$ cat src/hw/rtl/tsdf_block_touch_dedup_macros.svh
// ---------------------------------------------------------------------------
// Block touch dedup assertion macros
// Shared assertion helpers for the block touch dedup RTL.
// ---------------------------------------------------------------------------
`ifndef TSDF_BLOCK_TOUCH_DEDUP_MACROS_SVH
`define TSDF_BLOCK_TOUCH_DEDUP_MACROS_SVH
`ifndef SYNTHESIS
`define TBD_ASSERT(lbl, clk, rstn, prop, msg) \
  lbl: assert property (@(posedge clk) disable iff (!rstn) prop) else $error(msg);
`define TBD_ASSERT_NEVER(lbl, clk, rstn, cond, msg) \
  lbl: assert property (@(posedge clk) disable iff (!rstn) !(cond)) else $error(msg);
`else
`define TBD_ASSERT(lbl, clk, rstn, prop, msg)
`define TBD_ASSERT_NEVER(lbl, clk, rstn, cond, msg)
`endif
`endif

$ cat src/hw/rtl/tbd_pkg.sv
// ---------------------------------------------------------------------------
// Block touch dedup package
// Shared constants, types and the hash primes.
// ---------------------------------------------------------------------------
package tbd_pkg;
  localparam int unsigned TableEntries   = 4096;
  localparam int unsigned MaxSpan        = 4;
  localparam int unsigned BlockCoordBits = 21;
  localparam int unsigned OutBits        = 21;
  localparam int unsigned KeyBits        = 64;

  localparam logic [31:0] HashP0 = 32'd73856093;
  localparam logic [31:0] HashP1 = 32'd19349669;
  localparam logic [31:0] HashP2 = 32'd83492791;

  localparam logic [1:0] RegVoxel = 2'd0;
  localparam logic [1:0] RegRes   = 2'd1;
  localparam logic [1:0] RegTrunc = 2'd2;

  typedef enum logic [3:0] {
    StIdle, StClear, StDivStart, StDiv, StRange, StHashA, StHashB, StRead,
    StCheck, StNext
  } state_e;

  typedef struct packed {
    logic start;
    logic sign;
  } div_ctrl_t;
endpackage

$ cat src/hw/rtl/tbd_div.sv
// ---------------------------------------------------------------------------
// Block touch dedup divider
// Restoring floor divider of a 34 bit signed dividend by a 31 bit divisor,
// one quotient bit per cycle.
// ---------------------------------------------------------------------------
module tbd_div (
  input  logic                clk_i,
  input  logic                rst_ni,
  input  tbd_pkg::div_ctrl_t  ctrl_i,
  input  logic [32:0]         mag_i,
  input  logic [30:0]         den_i,
  output logic                done_o,
  output logic signed [34:0]  quot_o
);
  logic [32:0] q_q, q_d;
  logic [31:0] r_q, r_d;
  logic [5:0]  cnt_q, cnt_d;
  logic        neg_q, neg_d, busy_q, busy_d;
  logic [31:0] trial;
  logic [32:0] sub;
  logic [34:0] qext;

  always_comb begin
    q_d = q_q;
    r_d = r_q;
    cnt_d = cnt_q;
    neg_d = neg_q;
    busy_d = busy_q;
    trial = {r_q[30:0], q_q[32]};
    sub = {1'b0, trial} - {2'b0, den_i};
    if (ctrl_i.start) begin
      q_d = mag_i;
      r_d = '0;
      cnt_d = 6'd33;
      neg_d = ctrl_i.sign;
      busy_d = 1'b1;
    end else if (busy_q) begin
      if (!sub[32]) begin
        r_d = sub[31:0];
        q_d = {q_q[31:0], 1'b1};
      end else begin
        r_d = trial;
        q_d = {q_q[31:0], 1'b0};
      end
      cnt_d = cnt_q - 6'd1;
      if (cnt_q == 6'd1) begin
        busy_d = 1'b0;
      end
    end
  end

  always_ff @(posedge clk_i or negedge rst_ni) begin
    if (!rst_ni) begin
      busy_q <= 1'b0;
      cnt_q <= '0;
    end else begin
      busy_q <= busy_d;
      cnt_q <= cnt_d;
    end
  end

  always_ff @(posedge clk_i) begin
    q_q <= q_d;
    r_q <= r_d;
    neg_q <= neg_d;
  end

  assign done_o = !busy_q;
  assign qext = {2'b00, q_q};
  always_comb begin
    if (neg_q) begin
      quot_o = (r_q != '0) ? $signed(~qext) : $signed(-qext);
    end else begin
      quot_o = $signed(qext);
    end
  end
endmodule

$ cat config.mk
export PLATFORM = sky130hd
export DESIGN_NAME = tbd_div
export DESIGN_NICKNAME = d
export VERILOG_FILES = /design/src/hw/rtl/tsdf_block_touch_dedup_macros.svh /design/src/hw/rtl/tbd_pkg.sv /design/src/hw/rtl/tbd_div.sv
export SDC_FILE = /design/constraint.sdc
export NUM_CORES = 1
export LEC_CHECK = 0
export BUFFER_PORTS_ARGS = -buffer_cell sky130_fd_sc_hd__buf_2
export CORE_ASPECT_RATIO = 1.2
export CORE_MARGIN = 8
export CORE_UTILIZATION = 45
export CTS_CLUSTER_SIZE = 30
export DETAILED_ROUTE_END_ITERATION = 8
export GPL_TIMING_DRIVEN = 0
export HOLD_SLACK_MARGIN = 0.15
export PLACE_DENSITY = 0.75
export SYNTH_ARGS = -nofsm -noshare
export SYNTH_HDL_FRONTEND = slang
export SYNTH_SLANG_ARGS = --single-unit
$ cat constraint.sdc
create_clock -name clk_i -period 5 [get_ports clk_i]
set_input_delay 1.25 -clock clk_i [delete_from_list [all_inputs] [get_ports clk_i]]
set_output_delay 1.25 -clock clk_i [all_outputs]
set_load 0.005 [all_outputs]
* After elaboration in Yosys (flattened, before gate mapping)
Cells that the tools add are included.
** Storage, ports and cells
- Register bits :: 73
- Input bits :: 68
- Output and inout port bits :: 36
** Operators by class
- Add/sub/neg operators :: 3
- Equality and inequality tests :: 1
- Muxes and demuxes :: 11
- Bitwise gates (word level) :: 1
- Reduce and logical (&&, ||, !) cells :: 3
** Operators with widths (number)
- $mux W35 :: 2
- $mux W33 :: 2
- $neg A33 Y35 :: 1
- $not A33 Y35 :: 1
- $sub A32 B31 Y33 :: 1
- $mux W32 :: 1
- $reduce_bool A32 Y1 :: 1
- $mux W6 :: 2
- $eq A6 B1 Y1 const B :: 1
- $sub A6 B1 Y6 const B :: 1
- $mux W1 :: 4
- $reduce_bool A2 Y1 :: 1
- $logic_not A1 Y1 :: 1

* Logic depth before layout (Yosys ltp)
Gate-level depths: netlist (run 1).
- Depth after elaboration :: 4
- Depth in mapped cells :: 14

* Worst setup path before layout (run 1)
OpenSTA, ideal clock, no wires.
- Path type :: input-to-reg
- Start :: input den_i[0]
- End :: register r_q[17]
- Setup time :: 125 ps
- Arrival :: 3597 ps
- Data required time :: 4875 ps
- Setup slack :: 1278 ps
- Cell stages on the path :: 12
- Cell sequence :: ha_1 -> fa_1 -> nand2b_1 -> a21oi_1 -> o211ai_1 -> o31ai_4 -> a211oi_2 -> o21a_1 -> buf_2 -> buf_1 -> a32oi_1 -> o41ai_1
** Between the ends
- Word-level cells in the longest chain between the ends :: 2
** RTL lines
- start, declared :: line tbd_div.sv:11 : input logic [30:0] den_i,
- $sub A32 B31 Y33 :: line tbd_div.sv:30 : sub = {1'b0, trial} - {2'b0, den_i};
- $mux W32 :: line tbd_div.sv:38 : if (!sub[32]) begin
- end signal, assigned :: line tbd_div.sv:64 : r_q <= r_d;
- end, declared :: line tbd_div.sv:16 : logic [31:0] r_q, r_d;
No other way between the ends.
A chain may end at the register's enable or synchronous reset.

* Worst setup path in the final report (run 1)
- Start :: register q_q[9]
- End :: output quot_o[31]
** Between the ends
- Word-level cells in the longest chain between the ends :: 3
** RTL lines
- start, declared :: line tbd_div.sv:15 : logic [32:0] q_q, q_d;
- start signal, assigned :: line tbd_div.sv:63 : q_q <= q_d;
- $neg A33 Y35 :: line tbd_div.sv:72 : quot_o = (r_q != '0) ? $signed(~qext) : $signed(-qext);
- $mux W35 :: line tbd_div.sv:72
- $mux W35 :: line tbd_div.sv:71 : if (neg_q) begin
- end, declared :: line tbd_div.sv:13 : output logic signed [34:0] quot_o
No other way between the ends.

==> key figures, run 1 <==
Global route
  • Global-route wire length before repair: 25.7 mm
  • Gr ovfl total: 0
  • Vias in the first global route: 5341
  • Pin count of the biggest net entering global routing: 35
  • Initial antenna violation count: 0
  • Total GRT Usage: 18.6%

Run status
  • Outcome: complete, no violations

Timing
  • Final hold violation count: 0
  • Final min period: 4.44 ns
  • F_max: 225 MHz
  • Setup violators final: 0
  • Slew Limit Fails: 0
  • RSZ-0062 raised after global routing: no
  • TNS Setup: 0 ns
  • Slew margin rel.: 12.7%
  • Fin Clk Skew: 0.00717 ns
  • Worst slew pin tran: 1.31 ns
  • Fin crit share: 88.8%

Floorplan
  • Die X: 118 um
  • Die area: 16300 um2
  • Initial Util: 46.2%
  • Chip height: 138 um
  • # IOs: 104
  • Row count: 44
  • Core Region: 12100 um2

Layout
  • Most frequent cells in the layout: buf_2, nand2_1, xnor2_1
  • Commonest non-fill, non-tap cell in the layout: buf_2
  • Area grow syn2layout: 19.1%
  • Final net count: 853
  • Ant. Diodes: 0
  • Share of post-route cells with drive strength above 1: 22.6%

Drt
  • Met2 WL: 7.76 mm
  • DRT Wirelength: 15.7 mm
  • Antenna Nets Post-Route: 0
  • DRT iter0 DRCs: 452
  • Via density: 5.86
  • DRC: 0
  • WL per Instance: 17.1 um
  • Met3 WL post-DR: 984 um
  • Top sig layer: met4
  • M1 WL: 6.49 mm
  • Drt pass-1 iters: 5
  • DR vias: 5366

Yosys
  • Part of the Yosys area used for sequential elements: 32.8%
  • Asr flop ratio synth: 9.59%
  • Cell Area, Synth: 5600 um2
  • Synthesized flop and latch total: 73
  • Number of synthesized flops with an enable pin: 34
  • Count of cell types in the netlist: 67
  • Post-Synthesis Cells: 636
  • Syn nets: 739
  • Avg Inst Size Synth: 8.81 um2
  • Synth Warn #: 0
  • Synth Flop Type: edfxtp_1

Critical path
  • Crit. End Element: output pin
  • CP max FO: 6
  • Crit path arrival time: 3.19 ns
  • Worst Setup Start Kind: flop
  • WP data required: 3.75 ns
  • WS Path Type: reg -> out

Placed design
  • Detailed placement HPWL: 12.3 mm
  • Final Wtd Congestion: 0.958
  • Port Buf Inserts: 103

Clock network
  • Worst-path clk slew: 0.06 ns
  • TritonCTS clock tree: yes
  • Sink Count: 73
  • CTS Buf Count: 9
  • Postcts setup bufs: 0
  • Post-cts gate resize count: 0
  • Clock tree root buffer cell: clkbuf_16
  • CTS Hold Bufs: 0
  • Later-pin clock latency in the skew report: 0.33 ns
  • H-tree depth: 3
  • CTS max path bufs: 2

Pwr
  • Final Power: 2.81 mW
  • Max rail drop VDD: 0.265 mV
  • Leakage: 2.88 nW
  • PwrDens: 421 nW/um2

Flow run
  • Max Cap Viol: 0

Worst hold path
  • HP Class: reg -> reg
-- critical path: stages, from the launching register on --
cell      delay (ns)
edfxtp_1        0.44
or4_1           0.63
nor4_2          0.40
nand4_1         0.37
nand2b_2        0.39
o31ai_2         0.28
xnor2_1         0.19
buf_2           0.16
-- synth_stat cells (all sizes together) (13+ instances only) --
cell	instances	area [um2]
nand2	72	270
xnor2	49	429
inv	47	176
o21ai	46	230
a21oi	45	225
nor2	35	131
edfxtp	34	1020
ha	34	425
dfxtp	32	641
mux2	31	349
clkbuf	18	67.6
o31ai	15	150
nor4	13	103
-- layer usage --
metal / vias up / track usage (%)
li1: 2559 / -
met1: 2543 / 21.5
met2: 225 / 32.5
met3: 39 / 4.24
met4: 0 / 7.70
met5: - / 0
-- stage by stage --
| stage | instance area [um2] | hold WS [ns] | setup slack, ns | util [%] | std cells |
|---|---|---|---|---|---|
| floorplan | 5600 | 0.466 | 1.28 | - | 636 |
| global placement | 6320 | 0.495 | 0.583 | 52.2 | 900 |
| detailed placement | 6320 | 0.505 | 0.480 | 52.2 | 900 |
| CTS | 6670 | 0.513 | 0.561 | 55.1 | 916 |
| global route | 6670 | 0.529 | 0.429 | 55.1 | 916 |
| finish | 6670 | 0.518 | 0.561 | 55.1 | 916 |
-- logic make-up after synthesis --
| group | Yosys count | synth area share, % |
|---|---|---|
| AO/OA/AOI/OAI | 181 | 22.0 |
| AND/OR/NAND/NOR | 181 | 16.2 |
| buffers and inverters | 73 | 5.00 |
| flip-flops | 73 | 32.8 |
| XOR/XNOR | 57 | 8.91 |
| multiplexers | 36 | 7.13 |
| adder cells (fa/ha/maj) | 35 | 7.95 |
-- state kept, by name, summed over array words and instances, names as in the netlist --
signal / cells
busy_q: 1
cnt_q: 6
neg_q: 1
q_q: 33
r_q: 32
-- final timing paths --
check | start | slack, ns | cells past startpoint | endpoint
worst min-delay path | r_q[3] | 0.52 | 2 | r_q[3]
worst max register to register | q_q[32] | 1.30 | 12 | r_q[22]
worst min register to register | r_q[3] | 0.52 | 2 | r_q[3]
worst max-delay path | q_q[9] | 0.56 | 7 | quot_o[31]
max in group asynchronous | rst_ni | 4.08 | 1 | busy_q
min in group asynchronous | rst_ni | 0.75 | 1 | cnt_q[1]
-- final cells by class --
cell class | instances | area (um2)
Clock buffer | 14 | 318
Sequential cell | 73 | 1840
Fill cell | 1130 | 5440
Buffer | 26 | 104
Multi-Input combinational cell | 490 | 3480
Clock inverter | 2 | 36.3
Inverter | 47 | 176
Tap cell | 161 | 201
Timing Repair Buffer | 103 | 515
-- report_power, final --
group	total, mW	leakage [nW]	switching, mW	internal [mW]
Clock	0.731	0.175	0.240	0.491
Sequential	0.937	0.703	0.162	0.775
Combinational	1.14	2.00	0.641	0.503
Note: power is estimated with default switching activity, not from simulation.
==> run 2, diff against run 1 <==
--- a/config.mk
+++ b/config.mk
@@ -5,7 +5,7 @@
 export SDC_FILE = /design/constraint.sdc
 export NUM_CORES = 1
 export LEC_CHECK = 0
-export BUFFER_PORTS_ARGS = -buffer_cell sky130_fd_sc_hd__buf_2
+export BUFFER_PORTS_ARGS = -buffer_cell sky130_fd_sc_hd__buf_4
 export CORE_ASPECT_RATIO = 1.2
 export CORE_MARGIN = 8
 export CORE_UTILIZATION = 45
==> key figures, run 2 (synthesis results as in run 1) <==
Layout
  • Commonest non-fill, non-tap cell in the layout: buf_4
  • Final Cell Area: 6870 um2
  • Top Registers: q_q: 33 flops, r_q: 32 flops, cnt_q: 6 flops
  • Max reg flops: 33
  • Most frequent cells in the layout: buf_4, nand2_1, xnor2_1
  • Ant. Diodes: 0
  • Area grow syn2layout: 22.7%
  • Most flops, register: q_q
  • Final net count: 853
  • Share of post-route cells with drive strength above 1: 22.5%
  • Post-layout utilization of the core: 56.7%
  • Fin cells: 916

Global route
  • Global-route wire length before repair: 26.1 mm
  • Initial antenna violation count: 0
  • Gr ovfl total: 0
  • Vias in the first global route: 5301
  • Pin count of the biggest net entering global routing: 35
  • Total GRT Usage: 19.0%

Clock network
  • TritonCTS clock tree: yes
  • Sink Count: 73
  • Post-cts gate resize count: 0
  • CTS Buf Count: 9
  • Worst-path clk slew: 0.06 ns
  • Later-pin clock latency in the skew report: 0.33 ns
  • CTS Hold Bufs: 0
  • H-tree depth: 3
  • Postcts setup bufs: 0
  • CTS max path bufs: 2
  • Clock tree root buffer cell: clkbuf_16

Drt
  • WL per Instance: 17.1 um
  • DRC: 0
  • DRT iter0 DRCs: 411
  • Drt pass-1 iters: 5
  • Antenna Nets Post-Route: 0
  • Via density: 5.74
  • DR vias: 5261
  • DRT Wirelength: 15.6 mm

Timing
  • Setup violators final: 0
  • Worst slew pin tran: 1.31 ns
  • F_max: 223 MHz
  • Final hold violation count: 0
  • Final min period: 4.48 ns
  • TNS Setup: 0 ns
  • Fin worst setup slack: 0.518 ns
  • Min Hold Slack: 0.516 ns
  • Fin Clk Skew: 0.00551 ns
  • Slew Limit Fails: 0
  • Slew margin rel.: 12.5%
  • Fin crit share: 89.6%
  • RSZ-0062 raised after global routing: no

Placed design
  • Placed cell count: 900
  • Final Wtd Congestion: 0.938
  • Post-DP Area: 6580 um2
  • Port Buf Inserts: 103
  • Detailed placement HPWL: 12.4 mm
  • Setup WS pre-CTS: 0.510 ns

Floorplan
  • Row count: 44
  • # IOs: 104
  • Core Region: 12100 um2
  • Die X: 118 um
  • Die area: 16300 um2
  • Initial Util: 46.2%
  • Chip height: 138 um

Critical path
  • Worst Setup Start Kind: flop
  • Slowest-stage cell, CP: nor4_1
  • WS Path Type: reg -> out
  • WP data required: 3.75 ns
  • CP delay by family, top: simple AND/OR/NAND/NOR gates
  • Crit path arrival time: 3.23 ns
  • Worst path buffer plus inverter count: 1
  • Cells along the critical path: nor4_1 > nand4_1 > nand2b_2 > o31ai_2 > xnor2_1 > buf_4
  • Crit. End Element: output pin
  • Max incr delay on CP: 0.90 ns
  • CP max FO: 6

Flow run
  • Max Cap Viol: 0

Run status
  • Outcome: complete, no violations

Pwr
  • Max rail drop VDD: 0.250 mV
  • PwrDens: 405 nW/um2
  • Final Power: 2.78 mW
  • Leakage: 2.94 nW

Worst hold path
  • HP Class: reg -> reg
run 2: path summary, 6_finish.rpt:
check	start	endpoint	slack [ns]	depth (start not counted)
worst max-delay path	q_q[5]	quot_o[29]	0.52	6
worst min-delay path	r_q[3]	r_q[3]	0.52	2
worst max register to register	q_q[32]	r_q[19]	1.33	12
worst min register to register	r_q[3]	r_q[3]	0.52	2
max in group asynchronous	rst_ni	busy_q	4.15	1
min in group asynchronous	rst_ni	cnt_q[1]	0.72	1
run 2: layout make-up:
type / count / area (um2)
plain buffers: 26 / 104
clock buffers: 11 / 243
inverters: 47 / 176
well taps: 161 / 201
multi-input cells: 490 / 3480
repair buffers: 103 / 773
flip-flops and latches: 73 / 1840
clock inverters: 5 / 55.1
fillers: 1112 / 5240
run 2: power breakdown:
group / switching, mW / internal (mW)
clock network: 0.245 / 0.398
registers: 0.160 / 0.775
logic: 0.641 / 0.562
run 2: routing by layer:
layer,up-vias,track usage (%),part of all wire [%]
li1,2564,-,-
met1,2489,22.6,42
met2,185,32.9,49
met3,23,4.20,6.1
met4,0,6.96,2.1
met5,-,0,0
run 2: worst min-delay path: cells and delay by family, from the launching register on:
| family | cells | cell delay [ns] |
|---|---|---|
| flops | 1 | 0.34 |
| simple gates | 1 | 0.06 |
| compound gates | 1 | 0.06 |
